==> src/hdl/sorted_table_engine_core_macros.svh <==
// assertion macros for the sorted table engine
`ifndef SORTED_TABLE_ENGINE_CORE_MACROS_SVH
`define SORTED_TABLE_ENGINE_CORE_MACROS_SVH

// same-cycle implication
`define STE_ASSERT_NOW(name, ante, cons) \
    name: assert property (@(posedge aclk) disable iff (!aresetn) (ante) |-> (cons)) \
        else $error("sorted table engine assertion failed");

// next-cycle implication
`define STE_ASSERT_NEXT(name, ante, cons) \
    name: assert property (@(posedge aclk) disable iff (!aresetn) (ante) |=> (cons)) \
        else $error("sorted table engine assertion failed");

`endif

==> src/hdl/sortab_pkg.sv <==
// shared constants and types of the sorted table engine
`timescale 1ns / 1ps

package sortab_pkg;

    localparam int CAPACITY = 64;
    localparam int IDX_W    = $clog2(CAPACITY);
    localparam int CNT_W    = $clog2(CAPACITY + 1);
    localparam int VAL_W    = 64;
    localparam int FUNC_W   = 3;
    localparam int POS_W    = 6;
    localparam int STAT_W   = 2;

    localparam logic [FUNC_W-1:0] FUNC_INSERT  = 3'd0;
    localparam logic [FUNC_W-1:0] FUNC_PREPEND = 3'd1;
    localparam logic [FUNC_W-1:0] FUNC_APPEND  = 3'd2;
    localparam logic [FUNC_W-1:0] FUNC_REMOVE  = 3'd3;
    localparam logic [FUNC_W-1:0] FUNC_READ    = 3'd4;

    localparam logic [STAT_W-1:0] STAT_OK    = 2'd0;
    localparam logic [STAT_W-1:0] STAT_RANGE = 2'd1;
    localparam logic [STAT_W-1:0] STAT_FULL  = 2'd2;

    localparam logic [1:0] MODE_HOLD = 2'd0;
    localparam logic [1:0] MODE_INS  = 2'd1;
    localparam logic [1:0] MODE_DEL  = 2'd2;

    typedef struct packed {
        logic [1:0]       mode;
        logic [IDX_W-1:0] target;
        logic [VAL_W-1:0] new_value;
        logic [IDX_W-1:0] read_pos;
        logic [CNT_W-1:0] count;
    } cmd_t;

endpackage

==> src/hdl/sortab_cell.sv <==
// one table cell: holds an entry, shifts with its neighbors, compares locally
`timescale 1ns / 1ps

module sortab_cell (
    input  logic                          aclk,
    input  sortab_pkg::cmd_t              cmd,
    input  logic [sortab_pkg::IDX_W-1:0]  idx,
    input  logic [sortab_pkg::VAL_W-1:0]  left_value,
    input  logic [sortab_pkg::VAL_W-1:0]  right_value,
    output logic [sortab_pkg::VAL_W-1:0]  value,
    output logic                          lt,
    output logic                          ok,
    output logic [sortab_pkg::VAL_W-1:0]  read_term
);

    logic [sortab_pkg::VAL_W-1:0] value_reg;
    logic [sortab_pkg::VAL_W-1:0] value_next;
    logic                         valid;

    always_comb begin
        value_next = value_reg;
        unique case (cmd.mode)
            sortab_pkg::MODE_INS: begin
                if (idx > cmd.target) begin
                    value_next = left_value;
                end else if (idx == cmd.target) begin
                    value_next = cmd.new_value;
                end
            end
            sortab_pkg::MODE_DEL: begin
                if (idx >= cmd.target) begin
                    value_next = right_value;
                end
            end
            sortab_pkg::MODE_HOLD: begin
                value_next = value_reg;
            end
            default: begin
                value_next = value_reg;
            end
        endcase
    end

    always_ff @(posedge aclk) begin
        value_reg <= value_next;
    end

    assign valid     = ({1'b0, idx} < cmd.count);
    assign lt        = valid && ($signed(value_reg) < $signed(cmd.new_value));
    assign ok        = !(valid && (idx != '0)) || ($signed(left_value) < $signed(value_reg));
    assign read_term = (idx == cmd.read_pos) ? value_reg : '0;
    assign value     = value_reg;

endmodule

==> config.mk <==
export PLATFORM = sky130hd
export DESIGN_NAME = sortab_cell
export DESIGN_NICKNAME = d
export VERILOG_FILES = /design/src/hdl/sorted_table_engine_core_macros.svh /design/src/hdl/sortab_pkg.sv /design/src/hdl/sortab_cell.sv
export SDC_FILE = /design/constraint.sdc
export NUM_CORES = 1
export LEC_CHECK = 0
export ABC_AREA = 0
export BUFFER_PORTS_ARGS = -buffer_cell sky130_fd_sc_hd__buf_2
export CELL_PAD_IN_SITES_DETAIL_PLACEMENT = 2
export CELL_PAD_IN_SITES_GLOBAL_PLACEMENT = 2
export CORE_MARGIN = 3
export CORE_UTILIZATION = 28
export DETAILED_ROUTE_END_ITERATION = 6
export MAX_ROUTING_LAYER = met4
export PLACE_DENSITY_LB_ADDON = 0.1
export SETUP_SLACK_MARGIN = 0.02
export SLEW_MARGIN = 20
export SYNTH_ARGS = -nofsm -noshare
export SYNTH_HDL_FRONTEND = slang
export SYNTH_SLANG_ARGS = --single-unit
==> constraint.sdc <==
create_clock -name aclk -period 7.9 [get_ports aclk]
set_clock_uncertainty 0.2 [all_clocks]
set_input_delay 0.79 -clock aclk [delete_from_list [all_inputs] [get_ports aclk]]
set_output_delay 0.79 -clock aclk [all_outputs]
set_load 0.02 [all_outputs]
# Yosys cells after proc, flatten, opt, wreduce, memory -nomap -nowiden
# Cells that the tools add are included.
[word_totals]
reg_bits = 64
inputBits = 220
out_inout_bits = 130
word_cells = 24
[op_classes]
n_lt_le_gt_ge = 5
eq_ne = 6
mux = 5
n_reduce_logical = 7
[ops]
columns = ["op", "count"]
rows = [
  ["$mux W64", 4],
  ["$lt A64 B64 Y1", 2],
  ["$pmux W64 S2", 1],
  ["$eq A6 B6 Y1", 2],
  ["$lt A6 B7 Y1", 1],
  ["$ge A6 B6 Y1", 1],
  ["$gt A6 B6 Y1", 1],
  ["$reduce_bool A6 Y1", 1],
  ["$ne A3 B3 Y1 const B", 1],
  ["$reduce_and A3 Y1", 1],
  ["$eq A2 B1 Y1 const B", 1],
  ["$eq A2 B2 Y1 const B", 1],
  ["$logic_and A1 B1 Y1", 2],
  ["$ne A2 B2 Y1 const B", 1],
  ["$reduce_bool A2 Y1", 1],
  ["$logic_not A1 Y1", 1],
  ["$logic_or A1 B1 Y1", 1],
]

# Depth between registers and ports, before layout
[depth]
word_depth = 4
mapped_depth = 11
mapped_depth_nobuf = 9

# Worst setup path after synthesis
# OpenSTA, ideal clock, no wires.
[synth_timing]
path_type = "input -> register"
from = "in cmd[82] (netlist bit)"
to = "reg value_reg, in the netlist value[0] (enable)"
setup_time_ps = 507
arrival_ps = 4539
required_time_ps = 7193
path_slack_ps = 2654
cell_stages = 6
path_buffers = 0
path_cell_list = "inv_1 ha_1 nand4_1 nor2_1 a211oi_2 a21oi_1"
[synth_between]
elab_chain_cells = 3
elab_cells_between_ends = 6
classes_between = "2 x order compare; 3 x eq/ne; 1 x reduce/logical"
[synth_rtl]
columns = ["element", "line", "rtl"]
rows = [
  ["from (decl)", "sortab_cell.sv:6", "input sortab_pkg::cmd_t cmd,"],
  ["$gt A6 B6 Y1, or another cell as far along", "sortab_cell.sv:24", "if (idx > cmd.target) begin"],
  ["$ne A3 B3 Y1 (no line) or $ne A2 B2 Y1 (tied branches)", "--", ""],
  ["$reduce_and A3 Y1 (no line) (*)", "--", ""],
  ["to (signal assigned)", "sortab_cell.sv:45", "value_reg <= value_next;"],
  ["to (decl)", "sortab_cell.sv:16", "logic [sortab_pkg::VAL_W-1:0] value_reg;"],
]
# Every way passes the cells marked *; elsewhere a longest branch is shown, timed or not.
# A chain may end at the register's enable or synchronous reset.

# Worst setup path in the final report
[layout_timing]
from = "in cmd[66] (netlist bit)"
to = "out lt"
[layout_between]
elab_chain_cells = 2
[layout_rtl]
columns = ["element", "line", "rtl"]
rows = [
  ["$lt A64 B64 Y1", "sortab_cell.sv:49", "assign lt = valid && ($signed(value_reg) < $signed(cmd.new_value));"],
  ["$logic_and A1 B1 Y1", "sortab_cell.sv:49", ""],
  ["to (decl)", "sortab_cell.sv:11", "output logic lt,"],
]
# No other way between the ends.

==> results.json <==
{
  "routed_wl_um": 32200,
  "clock.fmax_mhz": 242,
  "fill_cells": 3049,
  "drt_iter0_markers": 287,
  "die_area_mm2": 0.0282,
  "power_per_cell_area_mw_per_mm2": 162,
  "die_y_um": 168,
  "netlist_area_mm2": 0.00735,
  "tns_ps": 0,
  "status": "finished clean",
  "placed_area_mm2": 0.00943,
  "rsz0062_at_grt": "false",
  "power_switching_share_pct": 40.1,
  "routabilityCongestion": 0.830,
  "cts_tree": "yes",
  "finalSetupViolations": 0,
  "route.vias.total": 7811,
  "largest_reg_flops": 64,
  "synth-edff-count": 64,
  "grt_max_degree": 79,
  "synthSimpleGateAreaFrac_pct": 15.7,
  "synth_top_family_by_area": "adder cells",
  "grt_pass1_wl_um": 49200,
  "nets": 1541,
  "synth_ff_type": "edfxtp_1",
  "row_count": 58,
  "route.detailed.drc": 0,
  "finalHoldViolations": 0,
  "synth_compound_area_share_pct": 15.3,
  "yosys-top-cells-area": "edfxtp_1, ha_1, mux2i_1, inv_1, nor4_1",
  "syn2layout_area_growth_pct": 32.4,
  "worst_setup_path_end_kind": "output pin",
  "routedWlPerCell_um": 21.1,
  "grt_pass1_vias": 8719,
  "yosysTopAreaCellShare_pct": 26.2,
  "start_kind": "primary input",
  "internal_power_uw": 943,
  "ioPinCount": 350,
  "cts_made_buffers": 9,
  "p_clk_share_pct": 26.2,
  "yosys-mux-area-fraction_pct": 8.85,
  "synth_xor_area_share_pct": 0.834,
  "setup.worst_path.class": "in2out",
  "ys_types": 49,
  "max_slew.worst_pin.slew_ps": 1010,
  "clk_pin_slew_ps": 60,
  "initial_core_util_pct": 28.8,
  "critPathMaxFanout": 2,
  "grtUsageTotal_pct": 22.9,
  "cts_resized": 0,
  "slew_headroom_pct": 32.4,
  "yosysMostFrequentCell": "inv_1",
  "syn_nets": 1213,
  "drtPass1Iterations": 4,
  "drive_above_1_share_pct": 31.9,
  "min_path_type": "in2reg",
  "syn_inst": 856,
  "cts_sinks": 64,
  "synth_seq_cells": 64,
  "ant_nets": 0,
  "worst_ep_required_time_ps": 6910,
  "yosysTopAreaCell": "edfxtp_1",
  "htree_levels": 3,
  "p_leak_nw": 5.20,
  "finalCritPeriodShare_pct": 52.4,
  "hold_buffers": 0,
  "synthTopCellsByCount": "inv_1, ha_1, nand2_1",
  "slew_viol_final": 0,
  "cap_violations": 0,
  "cts_setup_buffers": 0,
  "avgSynthCellArea_um2": 8.58,
  "power_frac_comb_pct": 43.0,
  "overflow": 0,
  "ys_seq_area_share_pct": 26.2,
  "fin_crit_ps": 4140,
  "fp.dieW_um": 168,
  "io_buffer_count": 349,
  "synthAdderAreaFrac_pct": 23.3,
  "clockBufferDepth": 2,
  "p_switching_uw": 632,
  "synth_warnings": 0,
  "clockRootBuffer": "clkbuf_16",
  "core_mm2": 0.0255,
  "design_area_mm2": 0.00973,
  "via_per_inst": 5.12,
  "antenna_found_initial": 8,
  "place_hpwl_um": 25400,
  "async_flop_share_pct": 0,
  "seq_power_share_pct": 30.8,
  "peakVddDrop_uv": 113,
  "cp.arrival_ps": 3150
}
## metrics by stage
stage	hold WS, ps	util, %	setup WS [ps]	total power [mW]	instances
6_report	515	38.2	3760	1.58	1527
5_1_grt	523	38.2	3500	1.69	1527
4_1_cts	506	38.1	3680	1.60	1519
3_5_place_dp	876	37.0	3700	1.18	1503
3_3_place_gp	866	37.0	3740	1.16	1503
2_1_floorplan	777	-	2650	0.905	856
## cell usage in the layout (no fill, tap or decap), drive strengths merged, types with 20 or more instances in the layout
cell / count
mux2i: 65
buf: 356
inv: 140
ha: 137
nand4: 20
nand2: 83
a21oi: 42
edfxtp: 64
nor4: 65
a21o: 34
o21ai: 80
## path summary, 6_finish.rpt
kind | startpoint | to | slack [ps] | depth (start not counted)
hold / removal | right_value[54] | value[54] | 520 | 3
setup / recovery | cmd[66] | lt | 3760 | 11
## power groups by stage
stage / Clock (mW) / Combinational [mW] / Sequential (mW)
4_1_cts: 0.426 / 0.689 / 0.486
3_5_place_dp: 0 / 0.682 / 0.493
3_3_place_gp: 0 / 0.664 / 0.492
2_1_floorplan: 0 / 0.363 / 0.542
6_report: 0.413 / 0.677 / 0.485
5_1_grt: 0.435 / 0.764 / 0.494
## layout make-up
type	count	area, um2	area share (%)
well taps	330	413	4.24
multi-input cells	613	4770	49.0
repair buffers	356	1800	18.5
inverters	140	526	5.40
clock inverters	5	47.5	0.489
diodes	8	20.0	0.206
clock buffers	11	233	2.39
flip-flops and latches	64	1920	19.8
## layer usage
metal / GRT usage, % / vias up / wire length (um)
li1: - / 3777 / -
met3: 5.78 / 44 / 2070
met4: 6.65 / 0 / 889
met1: 26.0 / 3750 / 13400
met2: 40.0 / 240 / 15800
met5: - / - / 0
## kinds of logic (layout without fill, tap and decap cells)
kind of cell               after synthesis  after routing
AOI/OAI and AO/OA                      186            186
xor gates and xnor gates                 7              7
adders and majority gates              137            137
buffers and inverters                  179            512
DFF                                     64             64
muxes                                   65             65
other                                    0              8
and+or+nand+nor                        218            218
## critical path, cell delays in order
cell and delay, ps:
buf_2 90, inv_1 40, ha_1 290, nand4_1 210
nor4_2 470, nand3_1 230, a211oi_1 270, o31ai_1 180
a211o_1 320, nand2_1 50, buf_2 180
(Power assumes the default switching activity.)
